[config.mk]
export PLATFORM = sky130hd
export DESIGN_NAME = multi_core_heartbeat_watchdog
export DESIGN_NICKNAME = d
export VERILOG_FILES = /design/src/rtl/mchw_pkg.sv /design/src/rtl/multi_core_heartbeat_watchdog.sv
export SDC_FILE = /design/constraint.sdc
export NUM_CORES = 1
export LEC_CHECK = 0
export CAP_MARGIN = 20
export CORE_UTILIZATION = 45
export CTS_BUF_LIST = sky130_fd_sc_hd__clkbuf_16
export DETAILED_ROUTE_END_ITERATION = 7
export DONT_BUFFER_PORTS = 1
export PLACE_DENSITY = 0.59
export SLEW_MARGIN = 20
export SYNTH_ARGS = -nofsm -noshare
export SYNTH_HDL_FRONTEND = slang
export SYNTH_SLANG_ARGS = --single-unit
[constraint.sdc]
create_clock -name clk -period 6.5 [get_ports clk]
set_input_delay 0.65 -clock clk [delete_from_list [all_inputs] [get_ports clk]]
set_output_delay 0.65 -clock clk [all_outputs]
set_load 0.1 [all_outputs]
[src/rtl/mchw_pkg.sv]
// types, constants and codes for the multi-core heartbeat watchdog
// used by multi_core_heartbeat_watchdog and its testbench; no dependencies
`timescale 1ns / 1ps

package mchw_pkg;

	localparam int unsigned NUM_CORES = 4;

	localparam int unsigned CFG_IDX_W  = 3;
	localparam int unsigned CFG_DATA_W = 16;

	localparam logic [3:0]  STALL_MAX = 4'hF;
	localparam logic [15:0] TALLY_MAX = 16'hFFFF;

	localparam logic [2:0] CFG_DSP_COUNT      = 3'd0;
	localparam logic [2:0] CFG_RECOVERY_LIMIT = 3'd1;
	localparam logic [2:0] CFG_MON_HB_EN      = 3'd2;
	localparam logic [2:0] CFG_MON_CNT_EN     = 3'd3;
	localparam logic [2:0] CFG_DUMP_EN        = 3'd4;
	localparam logic [2:0] CFG_DUMP_LIMIT     = 3'd5;

	typedef enum logic [1:0] {
		KIND_TICK      = 2'd0,
		KIND_TURN_ON   = 2'd1,
		KIND_TURN_OFF  = 2'd2,
		KIND_BOOT_DONE = 2'd3
	} kind_t;

	typedef enum logic [1:0] {
		CORE_OFF = 2'd0,
		CORE_ON  = 2'd1,
		CORE_RUN = 2'd2
	} core_state_t;

	typedef enum logic [1:0] {
		STATUS_OK         = 2'd0,
		STATUS_BAD_INDEX  = 2'd1,
		STATUS_ALREADY_ON = 2'd2
	} status_t;

	typedef struct packed {
		kind_t       kind;
		logic [1:0]  dsp_index;
		logic [31:0] beat0;
		logic [31:0] beat1;
		logic [31:0] beat2;
		logic [31:0] beat3;
		logic [31:0] global_count;
	} req_t;

	typedef struct packed {
		status_t     status;
		logic [3:0]  nudge_mask;
		logic [3:0]  dead_mask;
		logic        reset_request;
		logic        dump_request;
		logic [1:0]  dump_target;
		logic        first_reset;
		logic [15:0] reset_total;
		logic        counter_stalled;
	} rsp_t;

endpackage

[src/rtl/multi_core_heartbeat_watchdog.sv]
// Each beat passes through the input register and leaves through the result register,
// so one beat is accepted per clock while the receiver does not stall the result register;
// the core state, heartbeat samples, stall counts and reset total are updated as the beat
// moves from the input register to the result register, so the next beat sees them.
// Ticks check every running, present core in parallel: an unmoved heartbeat raises a
// stall count, below recovery_limit the core is nudged, at or above it the core is dead and a
// reset of all cores is requested, with a dump of the highest dead core when dump_en is set
// and the reset total is within dump_limit. Configuration writes take effect at once and must be
// made only while no beat is in flight.
// depends on mchw_pkg
`timescale 1ns / 1ps

module multi_core_heartbeat_watchdog
	import mchw_pkg::*;
(
	input  logic                  clk,
	input  logic                  arst_n,
	input  logic                  cfg_we,
	input  logic [CFG_IDX_W-1:0]  cfg_index,
	input  logic [CFG_DATA_W-1:0] cfg_wdata,
	input  logic                  req_valid,
	output logic                  req_ready,
	input  req_t                  req,
	output logic                  rsp_valid,
	input  logic                  rsp_ready,
	output rsp_t                  rsp
);

	// configuration
	logic [2:0]  dsp_count_q;
	logic [3:0]  recovery_limit_q;
	logic        mon_hb_en_q;
	logic        mon_cnt_en_q;
	logic        dump_en_q;
	logic [15:0] dump_limit_q;

	// watchdog state
	core_state_t run_state_q [NUM_CORES];
	core_state_t run_state_d [NUM_CORES];
	logic [31:0] last_beat_q [NUM_CORES];
	logic [31:0] last_beat_d [NUM_CORES];
	logic [3:0]  stall_q     [NUM_CORES];
	logic [3:0]  stall_d     [NUM_CORES];
	logic [15:0] tally_q;
	logic [15:0] tally_d;
	logic [31:0] last_global_q;
	logic [31:0] last_global_d;

	// pipeline
	logic        valid_s1;
	req_t        req_s1;
	logic        valid_s2;
	rsp_t        rsp_s2;
	rsp_t        rsp_d;
	logic        adv_s2;
	logic        fire_s1;

	logic [31:0] beats [4];
	logic [2:0]  present_n;
	logic [3:0]  present;
	logic [3:0]  stall_inc [NUM_CORES];

	assign adv_s2    = !valid_s2 || rsp_ready;
	assign fire_s1   = valid_s1 && adv_s2;
	assign req_ready = !valid_s1 || adv_s2;
	assign rsp_valid = valid_s2;
	assign rsp       = rsp_s2;

	assign beats[0] = req_s1.beat0;
	assign beats[1] = req_s1.beat1;
	assign beats[2] = req_s1.beat2;
	assign beats[3] = req_s1.beat3;

	assign present_n = (dsp_count_q > 3'(NUM_CORES)) ? 3'(NUM_CORES) : dsp_count_q;

	always_comb begin
		for (int i = 0; i < 4; i++) begin
			present[i] = (3'(i) < present_n);
		end
	end

	always_ff @(posedge clk or negedge arst_n) begin
		if (!arst_n) begin
			dsp_count_q      <= 3'd4;
			recovery_limit_q <= 4'd3;
			mon_hb_en_q      <= 1'b1;
			mon_cnt_en_q     <= 1'b1;
			dump_en_q        <= 1'b1;
			dump_limit_q     <= 16'd1;
		end else if (cfg_we) begin
			unique case (cfg_index)
				CFG_DSP_COUNT:      dsp_count_q      <= cfg_wdata[2:0];
				CFG_RECOVERY_LIMIT: recovery_limit_q <= cfg_wdata[3:0];
				CFG_MON_HB_EN:      mon_hb_en_q      <= cfg_wdata[0];
				CFG_MON_CNT_EN:     mon_cnt_en_q     <= cfg_wdata[0];
				CFG_DUMP_EN:        dump_en_q        <= cfg_wdata[0];
				CFG_DUMP_LIMIT:     dump_limit_q     <= cfg_wdata;
				default: ;
			endcase
		end
	end

	always_comb begin
		for (int i = 0; i < NUM_CORES; i++) begin
			stall_inc[i] = (stall_q[i] == STALL_MAX) ? STALL_MAX : stall_q[i] + 4'd1;
		end
	end

	always_comb begin
		run_state_d   = run_state_q;
		last_beat_d   = last_beat_q;
		stall_d       = stall_q;
		tally_d       = tally_q;
		last_global_d = last_global_q;
		rsp_d         = '0;
		rsp_d.status  = STATUS_OK;

		case (req_s1.kind)
			KIND_TICK: begin
				if (mon_hb_en_q) begin
					for (int i = 0; i < NUM_CORES; i++) begin
						if (present[i] && run_state_q[i] == CORE_RUN) begin
							if (beats[i] == last_beat_q[i]) begin
								stall_d[i] = stall_inc[i];
								if (stall_inc[i] < recovery_limit_q) begin
									rsp_d.nudge_mask[i] = 1'b1;
								end else begin
									rsp_d.dead_mask[i] = 1'b1;
									rsp_d.dump_target  = 2'(i);
								end
							end else begin
								stall_d[i] = 4'd0;
							end
							last_beat_d[i] = beats[i];
						end
					end
					if (rsp_d.dead_mask != 4'd0) begin
						rsp_d.reset_request = 1'b1;
						tally_d = (tally_q == TALLY_MAX) ? TALLY_MAX : tally_q + 16'd1;
						rsp_d.dump_request = dump_en_q && (tally_d <= dump_limit_q);
						rsp_d.first_reset  = (tally_d == 16'd1);
						for (int i = 0; i < NUM_CORES; i++) begin
							stall_d[i] = 4'd0;
							if (present[i] && run_state_q[i] != CORE_OFF) begin
								run_state_d[i] = CORE_ON;
							end
						end
					end
				end
				if (mon_cnt_en_q) begin
					rsp_d.counter_stalled = (req_s1.global_count == last_global_q);
					last_global_d         = req_s1.global_count;
				end
			end
			KIND_TURN_ON: begin
				if ({1'b0, req_s1.dsp_index} >= present_n) begin
					rsp_d.status = STATUS_BAD_INDEX;
				end else if (run_state_q[req_s1.dsp_index] != CORE_OFF) begin
					rsp_d.status = STATUS_ALREADY_ON;
				end else begin
					run_state_d[req_s1.dsp_index] = CORE_ON;
				end
			end
			KIND_TURN_OFF: begin
				if ({1'b0, req_s1.dsp_index} >= present_n) begin
					rsp_d.status = STATUS_BAD_INDEX;
				end else begin
					run_state_d[req_s1.dsp_index] = CORE_OFF;
				end
			end
			default: begin
				for (int i = 0; i < NUM_CORES; i++) begin
					if (present[i] && run_state_q[i] == CORE_ON) begin
						run_state_d[i] = CORE_RUN;
					end
				end
			end
		endcase

		rsp_d.reset_total = tally_d;
	end

	always_ff @(posedge clk or negedge arst_n) begin
		if (!arst_n) begin
			for (int i = 0; i < NUM_CORES; i++) begin
				run_state_q[i] <= CORE_ON;
				last_beat_q[i] <= '0;
				stall_q[i]     <= '0;
			end
			tally_q       <= '0;
			last_global_q <= '0;
		end else if (fire_s1) begin
			run_state_q   <= run_state_d;
			last_beat_q   <= last_beat_d;
			stall_q       <= stall_d;
			tally_q       <= tally_d;
			last_global_q <= last_global_d;
		end
	end

	always_ff @(posedge clk or negedge arst_n) begin
		if (!arst_n) begin
			valid_s1 <= 1'b0;
			valid_s2 <= 1'b0;
		end else begin
			if (req_ready) begin
				valid_s1 <= req_valid;
			end
			if (adv_s2) begin
				valid_s2 <= valid_s1;
			end
		end
	end

	always_ff @(posedge clk) begin
		if (req_valid && req_ready) begin
			req_s1 <= req;
		end
		if (fire_s1) begin
			rsp_s2 <= rsp_d;
		end
	end

`ifndef SYNTHESIS
	a_fire_gives_result: assert property (@(posedge clk) disable iff (!arst_n)
		fire_s1 |=> valid_s2)
		else $error("accepted beat produced no result");

	a_dead_needs_reset: assert property (@(posedge clk) disable iff (!arst_n)
		valid_s2 && (rsp_s2.dead_mask != 4'd0) |->
			rsp_s2.reset_request && !rsp_s2.nudge_mask[rsp_s2.dump_target])
		else $error("dead core without reset request");

	a_first_reset_total: assert property (@(posedge clk) disable iff (!arst_n)
		valid_s2 && rsp_s2.first_reset |-> rsp_s2.reset_total == 16'd1)
		else $error("first reset with wrong total");

	a_tally_follows_reset: assert property (@(posedge clk) disable iff (!arst_n)
		fire_s1 && rsp_d.reset_request |=> tally_q != 16'd0 && stall_q[0] == 4'd0)
		else $error("reset did not update tally or stall counts");
`endif

endmodule

==> flow_summary.ini <==
[clocking]
cts_buffer_depth = 3
clock_latency_ns = 0.56
cts_htree_levels = 2
cts_setup_buffers = 0
clockRootBuffer = clkbuf_16
numCtsBuffers = 47
cts_sinks = 424
cts_tree = yes
clkTransAtPathRegs_ns = 0.06

[synth]
synthesis.area_um2 = 18530
avgSynthCellArea_um2 = 13.86
syn-instance-count = 1337
ys_seq_area_frac = 0.6263
ys_seq_elements = 424
synth_nets = 1564
ys_warn_count = 0
synth_edf_count = 196
synth.distinct_cells = 69
ys.flop_type = dfrtp_1
ys_async_sr_fraction = 0.5377

[status]
status = finished with violations
failed_checks = negative hold slack

[grt]
overflow = 0
grt_max_degree = 229
grt.total_usage = 0.1743
grt_pass1_wl_um = 57030
grt_pass1_vias = 10580
antenna_found_initial = 3

[sta]
finalSetupTns_ns = 0
maxSlewViolCount = 0
tightestPinTransition_ns = 1.113
finalCriticalPeriod_ns = 3.935
finClkSkew_ns = 0.01948
setup_viol = 0
hold_slack_ns = -0.01622
min_period_over_period = 0.6054
max_freq_mhz = 254.1
slew_headroom = 0.2559
hold_viol = 2
rsz0062_at_grt = false

[power_and_ir_drop]
peakVddDrop_mv = 0.3136
power_frac_seq = 0.511
p_clk_frac = 0.353
power_density_nw_per_um2 = 349.0
leakage_nw = 8.640
switchingPower_mw = 1.875
intPower_mw = 5.331
swShare = 0.2602
p_comb_frac = 0.136

[finish]
final_nets = 1589
n_antenna_cell = 0
final_util = 0.5137
layout_commonest_cell = dfrtp_1
area_growth_syn_to_layout_pct = 11.41
fillers = 3482
final_cell_mix = 217 x dfrtp_1, 196 x edfxtp_1, 178 x mux2_2, 134 x nand2_1, 133 x xnor2_1
layout.cells.non_filler = 1924
layout-drive-gt1-share = 0.2094

[drt]
drc = 0
wl_um = 35530
antenna_left = 0
vias_per_cell = 5.277
dr.pass1.iters = 4
num_vias = 10150
wire_per_inst_um = 18.47
drt_iter0_drc = 439

[placed_design]
gp_congestion = 0.8116
port_buffers = 0
detailed_place_hpwl_um = 23710
dp_cells = 1835

[floorplan]
num_rows = 73
die_w_um = 204.9
io_pins = 222
fp.dieArea_um2 = 41990
die_h_um = 204.9
core-area_um2 = 40190
start_util = 0.4611

[worst_setup_path]
arrival_ns = 4.37
critPathKind = reg2reg
worstSetupEndpointType = flip-flop
path_max_fanout = 13
timing.critical_path.from_type = flip-flop
required_ns = 6.94

[job]
drv_cap = 0

[worst_hold_path]
hp-class = in2async
critical path, cell delays in order (launching register included):
cell,delay [ns]
dfrtp_1,0.47
ha_1,0.26
and3_1,0.30
and3_1,0.27
nand4_1,0.51
nand2b_1,0.36
ha_1,0.28
nor2b_1,0.13
o21ai_0,0.15
a21oi_1,0.09
o211ai_1,0.17
nand2_1,0.07
a211o_1,0.29
a311oi_1,0.28
o311a_1,0.19
cells in the mapped netlist, types with 6 or more instances:
| cell type | count | area (um^2) |
|---|---|---|
| a21o_1 | 6 | 45.04 |
| a21oi_1 | 20 | 100.1 |
| a31oi_1 | 9 | 56.30 |
| and2_1 | 9 | 56.30 |
| and3_1 | 7 | 43.79 |
| buf_2 | 13 | 65.06 |
| clkbuf_1 | 13 | 48.80 |
| dfrtp_1 | 217 | 5430 |
| dfstp_2 | 11 | 289.0 |
| edfxtp_1 | 196 | 5886 |
| ha_1 | 39 | 488.0 |
| inv_1 | 38 | 142.6 |
| mux2_1 | 6 | 67.56 |
| mux2_2 | 178 | 2004 |
| nand2_1 | 134 | 503.0 |
| nand2b_1 | 10 | 62.56 |
| nand3_1 | 30 | 150.1 |
| nand4_1 | 42 | 262.8 |
| nor2_1 | 27 | 101.4 |
| nor2b_1 | 8 | 50.05 |
| nor3_1 | 18 | 90.09 |
| nor4_1 | 19 | 118.9 |
| o21ai_0 | 16 | 80.08 |
| o31ai_1 | 6 | 45.04 |
| xnor2_1 | 133 | 1165 |
| xor2_1 | 37 | 324.1 |
path summary, 6_finish.rpt:
| path | startpoint | to | slack (ns) | cells past startpoint |
|---|---|---|---|---|
| min | arst_n | dump_limit_q[13]$_DFFE_PN0P_ | -0.02 | 1 |
| min reg2reg | beats[14]$_DFFE_PP_ | last_beat_q[14]$_DFFE_PN0P_ | 0.49 | 2 |
| max | tally_q[0]$_DFFE_PN0P_ | rsp[20]$_SDFFCE_PN0P_ | 2.56 | 14 |
| min in group clk | req[93] | beats[61]$_DFFE_PP_ | 0.17 | 0 |
| max reg2reg | tally_q[0]$_DFFE_PN0P_ | rsp[20]$_SDFFCE_PN0P_ | 2.56 | 14 |
| max in group asynchronous | arst_n | last_beat_q[35]$_DFFE_PN0P_ | 5.47 | 2 |
power by group through the flow:
stage | logic, mW | registers (mW) | clock network [mW]
final | 0.982 | 3.68 | 2.54
after global routing | 1.11 | 3.74 | 2.73
after CTS | 1.00 | 3.69 | 2.63
after detailed placement | 0.964 | 3.74 | 0
after global placement | 0.942 | 3.71 | 0
after floorplan | 0.824 | 3.67 | 0
logic make-up (layout without fill, tap and decap cells):
kind of cell	after synthesis	count (layout)	share of synthesized area
AOI/OAI and AO/OA	104	104	0.04011
muxes	189	189	0.1145
DFF	424	424	0.6263
and+or+nand+nor	337	337	0.09467
buffers and inverters	74	136	0.01776
adders and majority gates	39	39	0.02633
xor gates and xnor gates	170	170	0.08035
final cells by class:
cell class / count / area, um^2 / share of cell area
Clock inverter: 37 / 256.5 / 0.01242
Multi-Input combinational cell: 839 / 6604 / 0.3199
Timing Repair Buffer: 10 / 145.1 / 0.007030
Tap cell: 525 / 656.9 / 0.03182
Inverter: 40 / 151.4 / 0.007333
Clock buffer: 49 / 1226 / 0.05939
Sequential cell: 424 / 11600 / 0.5621
state kept, by name, summed over array words and instances (netlist names):
register          flops
last_beat_q         128
rsp_valid             1
req_s1               36
run_state_q           8
dsp_count_q           3
recovery_limit_q      4
mon_cnt_en_q          1
tally_q              16
dump_en_q             1
rsp                  32
valid_s1              1
beats               128
stall_q              16
dump_limit_q         16
last_global_q        32
mon_hb_en_q           1
per-stage QoR:
step	setup slack, ns	power (mW)	cell area, um^2	hold slack, ns
3_5_place_dp	2.288	4.700	19080	0.3659
2_1_floorplan	0.3591	4.491	18530	0.3544
5_1_grt	2.399	7.583	20640	0.04686
3_3_place_gp	2.455	4.656	19080	0.3649
4_1_cts	2.286	7.318	20590	0.1306
6_report	2.565	7.206	20640	-0.01622
layer usage:
layer,wire length (um),part of all wire,track usage
met4,828,0.023,0.05899
met1,15760,0.44,0.2282
met2,17000,0.48,0.2827
met3,1912,0.054,0.04263
met5,30,0.00084,0
timing repair:
| action | 4_1_cts | 5_1_grt |
|---|---|---|
| endpoints found under the hold margin | 228 | 0 |
| setup endpoints to repair | 0 | 0 |
| hold buffers | 1 | 0 |
| resized for setup | 0 | 0 |
Power figures use the tool's default switching activity.
